[src/rtl/adl_pkg.sv]
// Shared types, constants and modular helpers for the Adler-32 checksum unit.
// No dependencies.
package adl_pkg;

    localparam int unsigned DEFAULT_LANES = 8;
    localparam int unsigned FIELD_BYTES   = 8;
    localparam int unsigned DEFAULT_QUEUE_DEPTH = 4;

    localparam logic [16:0] ADLER_MOD = 17'd65521;
    // 2^16 mod 65521
    localparam logic [4:0]  FOLD_FACTOR = 5'd15;

    // One pre-digested word handed from the front end to the back end
    typedef struct packed {
        logic        start;
        logic [15:0] seed_one;
        logic [15:0] seed_two;
        logic [3:0]  count;
        logic [10:0] sum_a;
        logic [13:0] sum_b;
        logic        last;
    } adl_work_t;

    // Reduce a value below 2^20 modulo 65521: fold the high bits, then one subtract
    function automatic logic [15:0] adl_fold(input logic [19:0] x);
        logic [17:0] t;
        t = {2'b00, x[15:0]} + {9'd0, 9'(x[19:16]) * 9'(FOLD_FACTOR)};
        if (t >= {1'b0, ADLER_MOD})
            t = t - {1'b0, ADLER_MOD};
        return t[15:0];
    endfunction

    // Reduce one 16-bit seed half modulo 65521
    function automatic logic [15:0] adl_reduce_half(input logic [15:0] h);
        logic [16:0] t;
        t = {1'b0, h};
        if (t >= ADLER_MOD)
            t = t - ADLER_MOD;
        return t[15:0];
    endfunction

endpackage

[src/rtl/adl_front.sv]
// Front end: clamps the byte count, reduces the seed and forms the plain and
// position-weighted byte sums of one input word. Depends on adl_pkg.
module adl_front
    import adl_pkg::*;
#(
    parameter int unsigned LANES = DEFAULT_LANES
)
(
    input  logic        start_req,
    input  logic [31:0] seed,
    input  logic [63:0] data_bytes,
    input  logic [3:0]  byte_count,
    input  logic        last,
    output adl_work_t   work
);

    localparam int unsigned EFF_LANES = (LANES < FIELD_BYTES) ? LANES : FIELD_BYTES;
    localparam logic [3:0]  EFF_MAX   = 4'(EFF_LANES);

    logic [3:0] cnt;

    assign cnt = (byte_count > EFF_MAX) ? EFF_MAX : byte_count;

    // Byte k, when valid, adds to sum two once for each byte from k to the end
    always_comb
    begin
        logic [10:0] acc_a;
        logic [13:0] acc_b;
        logic [3:0]  weight;
        acc_a = '0;
        acc_b = '0;
        weight = '0;
        for (int k = 0; k < EFF_LANES; k++)
        begin
            if (4'(k) < cnt)
            begin
                weight = cnt - 4'(k);
                acc_a = acc_a + {3'd0, data_bytes[8*k +: 8]};
                acc_b = acc_b + {2'd0, 12'(data_bytes[8*k +: 8]) * 12'(weight)};
            end
        end
        work.start    = start_req;
        work.seed_one = adl_reduce_half(seed[15:0]);
        work.seed_two = adl_reduce_half(seed[31:16]);
        work.count    = cnt;
        work.sum_a    = acc_a;
        work.sum_b    = acc_b;
        work.last     = last;
    end

endmodule

[src/rtl/adl_queue.sv]
// Short register queue between the front and back ends.
// Depends on adl_pkg.
module adl_queue
    import adl_pkg::*;
#(
    parameter int unsigned DEPTH = DEFAULT_QUEUE_DEPTH
)
(
    input  logic      clk,
    input  logic      rst_n,
    input  logic      wr_en,
    input  adl_work_t wr_data,
    output logic      full,
    input  logic      rd_en,
    output logic      rd_valid,
    output adl_work_t rd_data
);

    localparam int unsigned PTR_W = (DEPTH > 1) ? $clog2(DEPTH) : 1;
    localparam int unsigned CNT_W = $clog2(DEPTH + 1);
    localparam logic [CNT_W-1:0] DEPTH_C = CNT_W'(DEPTH);
    localparam logic [PTR_W-1:0] LAST_PTR = PTR_W'(DEPTH - 1);

    adl_work_t        store_reg [DEPTH];
    logic [PTR_W-1:0] wr_ptr_reg, wr_ptr_next;
    logic [PTR_W-1:0] rd_ptr_reg, rd_ptr_next;
    logic [CNT_W-1:0] count_reg, count_next;
    logic             do_wr, do_rd;

    assign full     = (count_reg == DEPTH_C);
    assign rd_valid = (count_reg != '0);
    assign rd_data  = store_reg[rd_ptr_reg];
    assign do_wr    = wr_en && !full;
    assign do_rd    = rd_en && rd_valid;

    always_comb
    begin
        wr_ptr_next = wr_ptr_reg;
        rd_ptr_next = rd_ptr_reg;
        count_next  = count_reg;
        if (do_wr)
            wr_ptr_next = (wr_ptr_reg == LAST_PTR) ? '0 : wr_ptr_reg + 1'b1;
        if (do_rd)
            rd_ptr_next = (rd_ptr_reg == LAST_PTR) ? '0 : rd_ptr_reg + 1'b1;
        if (do_wr && !do_rd)
            count_next = count_reg + 1'b1;
        else if (do_rd && !do_wr)
            count_next = count_reg - 1'b1;
    end

    always_ff @(posedge clk or negedge rst_n)
    begin
        if (!rst_n)
        begin
            wr_ptr_reg <= '0;
            rd_ptr_reg <= '0;
            count_reg  <= '0;
        end
        else
        begin
            wr_ptr_reg <= wr_ptr_next;
            rd_ptr_reg <= rd_ptr_next;
            count_reg  <= count_next;
        end
    end

    always_ff @(posedge clk)
    begin
        if (do_wr)
            store_reg[wr_ptr_reg] <= wr_data;
    end

endmodule

[src/rtl/adl_back.sv]
// Back end: holds the running sums, applies one queued word per cycle while the
// output register is free or drained, and keeps the result there. Depends on adl_pkg.
module adl_back
    import adl_pkg::*;
(
    input  logic        clk,
    input  logic        rst_n,
    input  logic        in_valid,
    input  adl_work_t   in_work,
    output logic        in_take,
    output logic        out_valid,
    input  logic        out_take,
    output logic [31:0] checksum,
    output logic        final_res
);

    logic [15:0] sum_one_reg, sum_one_next;
    logic [15:0] sum_two_reg, sum_two_next;
    logic        out_valid_reg, out_valid_next;
    logic [31:0] checksum_reg;
    logic        final_reg;
    logic [15:0] base_one, base_two;
    logic [19:0] two_raw;

    // Advance whenever the output register is free or being drained
    assign in_take = in_valid && (!out_valid_reg || out_take);

    assign base_one = in_work.start ? in_work.seed_one : sum_one_reg;
    assign base_two = in_work.start ? in_work.seed_two : sum_two_reg;

    // n bytes add n copies of the starting sum one to sum two, plus the weighted bytes
    assign two_raw = {4'd0, base_two} + (20'(base_one) * 20'(in_work.count))
                     + {6'd0, in_work.sum_b};

    assign sum_one_next = adl_fold({4'd0, base_one} + {9'd0, in_work.sum_a});
    assign sum_two_next = adl_fold(two_raw);

    always_comb
    begin
        out_valid_next = out_valid_reg;
        if (in_take)
            out_valid_next = 1'b1;
        else if (out_take)
            out_valid_next = 1'b0;
    end

    always_ff @(posedge clk or negedge rst_n)
    begin
        if (!rst_n)
        begin
            sum_one_reg   <= 16'd1;
            sum_two_reg   <= 16'd0;
            out_valid_reg <= 1'b0;
        end
        else
        begin
            out_valid_reg <= out_valid_next;
            if (in_take)
            begin
                sum_one_reg <= sum_one_next;
                sum_two_reg <= sum_two_next;
            end
        end
    end

    always_ff @(posedge clk)
    begin
        if (in_take)
        begin
            checksum_reg <= {sum_two_next, sum_one_next};
            final_reg    <= in_work.last;
        end
    end

    assign out_valid = out_valid_reg;
    assign checksum  = checksum_reg;
    assign final_res = final_reg;

endmodule

[src/rtl/adler32_checksum_unit.sv]
// Top level of the Adler-32 checksum unit: front end, work queue, back end.
// Depends on adl_pkg, adl_front, adl_queue, adl_back.
//
//  channel  | handshake         | words
//  ---------+-------------------+--------------------------------------------
//  input    | push / full       | start_req, seed, data_bytes, byte_count, last
//  result   | empty / pop       | checksum, final_res
//
// One word per cycle sustained while pop drains each result; a taken word is
// written into the queue, then moved into the output register when the back
// end takes it. The rate is set by the back end's sum update, which closes its
// loop through the sum registers.
// Reset sets sum one to 1 and sum two to 0 and empties the queue at once.
// A stalled result side fills the queue, then raises full.
module adler32_checksum_unit
    import adl_pkg::*;
#(
    parameter int unsigned LANES       = DEFAULT_LANES,
    parameter int unsigned QUEUE_DEPTH = DEFAULT_QUEUE_DEPTH
)
(
    input  logic        clk,
    input  logic        rst_n,
    input  logic        push,
    output logic        full,
    input  logic        start_req,
    input  logic [31:0] seed,
    input  logic [63:0] data_bytes,
    input  logic [3:0]  byte_count,
    input  logic        last,
    output logic        empty,
    input  logic        pop,
    output logic [31:0] checksum,
    output logic        final_res
);

    adl_work_t front_work;
    adl_work_t queue_work;
    logic      queue_valid;
    logic      queue_take;
    logic      result_valid;

    adl_front #(
        .LANES (LANES)
    ) u_front (
        .start_req  (start_req),
        .seed       (seed),
        .data_bytes (data_bytes),
        .byte_count (byte_count),
        .last       (last),
        .work       (front_work)
    );

    adl_queue #(
        .DEPTH (QUEUE_DEPTH)
    ) u_queue (
        .clk      (clk),
        .rst_n    (rst_n),
        .wr_en    (push),
        .wr_data  (front_work),
        .full     (full),
        .rd_en    (queue_take),
        .rd_valid (queue_valid),
        .rd_data  (queue_work)
    );

    adl_back u_back (
        .clk       (clk),
        .rst_n     (rst_n),
        .in_valid  (queue_valid),
        .in_work   (queue_work),
        .in_take   (queue_take),
        .out_valid (result_valid),
        .out_take  (pop),
        .checksum  (checksum),
        .final_res (final_res)
    );

    assign empty = !result_valid;

endmodule
[config.mk]
export PLATFORM = sky130hd
export DESIGN_NAME = adler32_checksum_unit
export DESIGN_NICKNAME = d
export VERILOG_FILES = /design/src/rtl/adl_pkg.sv /design/src/rtl/adl_front.sv /design/src/rtl/adl_queue.sv /design/src/rtl/adl_back.sv /design/src/rtl/adler32_checksum_unit.sv
export SDC_FILE = /design/constraint.sdc
export NUM_CORES = 1
export LEC_CHECK = 0
export ABC_AREA = 1
export BUFFER_PORTS_ARGS = -buffer_cell sky130_fd_sc_hd__clkbuf_2
export CORE_MARGIN = 2
export CORE_UTILIZATION = 46
export CTS_CLUSTER_DIAMETER = 80
export CTS_CLUSTER_SIZE = 25
export DETAILED_ROUTE_END_ITERATION = 10
export PLACE_DENSITY = 0.64
export SYNTH_ARGS = -nofsm -noshare
export SYNTH_HDL_FRONTEND = slang
export SYNTH_SLANG_ARGS = --single-unit
[constraint.sdc]
create_clock -name clk -period 9.97 [get_ports clk]
set_input_delay 0.4985 -clock clk [delete_from_list [all_inputs] [get_ports clk]]
set_output_delay 0.4985 -clock clk [all_outputs]
set_load 0.005 [all_outputs]
==> run summary <==
first-pass GRT wire length: 148500 um
Syn Area/Cell: 7.914 sq um
status: finished with violations
Post-Route WL: 93040 um
CTS H-tree lvls: 1
die width: 271.2 um
Setup CP Type: input port to flop
mapped cell area: 0.03283 sq mm
top-area cell type share of the netlist area: 26.07%
fin nets: 5401
Critical path buffers and inverters: 11
most instantiated library cell after synthesis: nand2_1
Critical Path Source Type: input port
ys async rst share: 12.31%
Worst Hold Class: input port to asynchronous set/reset pin
initial antenna violation count: 2
initial DRC count: 1773
Post-Syn Nets: 4798
max cap viols: 0
Initial Util: 46.64%
utilization after layout: 57.85%
GP Congestion: 0.9294
top post-synthesis cells by area: edfxtp_1, fa_1, nand2_1
post-route insts no fill: 5702
drt drc: 0
clk root buf: clkbuf_16
DIE AREA: 0.07353 sq mm
DPL Wire Length: 72980 um
std cell rows: 97
layout cell share with drive strength beyond 1: 23.02%
Synth Register Bits: 325
Placed Cells: 5553
Largest register FFs: 252
Final Skew: 0.02619 ns
largest net degree at the start of global routing: 91
All-Layer GR Usage: 25.11%
clock-pin slew on the worst setup and hold paths: 0.10 ns
Setup WS pre-CTS: -3.506 ns
Layout area overhead: 24.02%
most frequent cells after synthesis: nand2_1, inv_1, nor2_1
count of cell types in the netlist: 63
CP max-delay cell: fa_1
clock sink count: 325
Vert. Die Dim: 271.2 um
Mapped Cells: 4149
total gr overflow: 0
total I/O pin count: 141
Setup TNS: -94.86 ns
Worst-Skew Late Latency: 0.53 ns
sequential element share of the synthesized area: 29.12%
Rel. slew slack: 37.92%
Crit Path Max Fanout: 6
wire per inst: 16.32 um
vias per inst: 5.118
Least-Margin Pin Slew: 0.9290 ns
Synth area leader: edfxtp_1
Required @ worst endpoint: 10.26 ns
EDFF count, synth: 285
Hold Buf Count CTS: 0
Tmin final: 12.75 ns
DR vias: 29.18k
post-layout worst setup margin: -2.783 ns
top_reg_cell synth: edfxtp_1
family with the most delay on the worst path: adder cells
TritonCTS Buffers: 17
Ant. Diodes: 0
final setup fails: 48
first-pass iteration count of the detailed router: 7
crit end category: flop
Yosys warning count: 0
failing checks: negative setup slack
Longest Clk Path Bufs: 3
Slew Viols, Final: 0
vias in the first global route: 28.69k
Fin. Hold Viols: 0
Core ar.: 0.07039 sq mm
Final Cycle Share: 127.9%
Port Buffer Count: 140
Final ANT Viol Nets: 0
Crit path largest cell delay: 0.60 ns
CP Data Arrival Time: 13.04 ns
Max Clk Rate: 78.41 MHz
CTS tree: built
unrepaired setup endpoints after global routing: yes
## worst paths after layout
| kind | startpoint | to | slack [ns] | cells after the start |
|---|---|---|---|---|
| max in group asynchronous | rst_n | u_queue.rd_ptr_reg[0] | 9.49 | 2 |
| min | rst_n | u_back.sum_one_reg[10] | 0.06 | 2 |
| max | byte_count[3] | u_queue.store_reg[0][14] | -2.78 | 72 |
| min in group clk | pop | u_back.out_valid | 0.17 | 2 |
| min reg2reg | u_back.sum_one_reg[0] | u_back.sum_one_reg[0] | 0.48 | 2 |
| max reg2reg | u_queue.rd_ptr_reg[0] | u_back.checksum[17] | 0.66 | 46 |
## kinds of logic (layout without fill, tap and decap cells)
kind of cell             count (synthesis)  in the layout  share of synthesized area, %
XOR/XNOR                               107            107                         2.957
adder cells (fa/ha/maj)                543            543                         26.11
AND/OR/NAND/NOR                       1768           1769                         22.16
buffers and inverters                  821           1433                         9.523
other                                    1              1                       0.01142
AO/OA/AOI/OAI                          582            582                         10.06
multiplexers                             2              2                       0.06097
flip-flops                             325            325                         29.12
## layout by cell type (no fill, tap or decap), types with 22 or more instances in the layout
cell,count
o21ai_2,42
nand3_1,159
ha_1,248
o21ai_1,33
or2_2,24
a32o_1,22
a21oi_2,42
a21oi_1,165
nand2_2,48
xor2_1,74
edfxtp_1,285
inv_2,47
nand2_1,1008
nor2_1,379
nand4_1,23
o21ai_0,151
buf_4,533
dfrtp_1,38
ha_4,55
inv_1,658
fa_1,233
a31oi_1,23
xnor2_1,22
clkbuf_2,139
## through the flow
stage / hold slack [ns] / cell area [sq um]
3_5_place_dp: 0.4619 / 38420
2_1_floorplan: 0.2029 / 33760
6_report: 0.05644 / 40720
5_1_grt: 0.09315 / 40720
3_3_place_gp: 0.4576 / 38420
4_1_cts: 0.06971 / 40020
## what timing repair did
action | 4_1_cts | 5_1_grt
resized for setup | 102 | 122
endpoints found under the setup margin | 48 | 92
gates cloned | 1 | 1
pin swaps | 90 | 98
setup buffers | 95 | 27
## worst register-to-register path: cells and delay by family (launching register included)
family	cells	cell delay, ns
and+or+nand+nor	20	1.89
DFF	1	0.55
adders and majority gates	8	3.80
AOI/OAI and AO/OA	8	1.35
buffers and inverters	8	1.04
xor gates and xnor gates	2	0.45
## layer usage
metal / vias to the layer above / track usage [%] / part of all wire, %
li1: 14490 / - / -
met1: 13910 / 33.36 / 44
met2: 671 / 44.38 / 49
met3: 114 / 2.026 / 4.8
met4: 4 / 6.290 / 2.5
met5: - / 0 / 0.031
## final cells by class
cell class	instances	area, sq um
Fill cell	6456	29670
Multi-Input combinational cell	3004	21800
Sequential cell	325	9564
Timing Repair Buffer	690	4969
Inverter	713	2691
Tap cell	940	1176
Clock buffer	27	484.2
Clock inverter	2	27.53
Timing Repair inverter	1	5.005
Power is not shown: default switching activity piles up to over one toggle a cycle in this logic, so the estimate is an artifact.
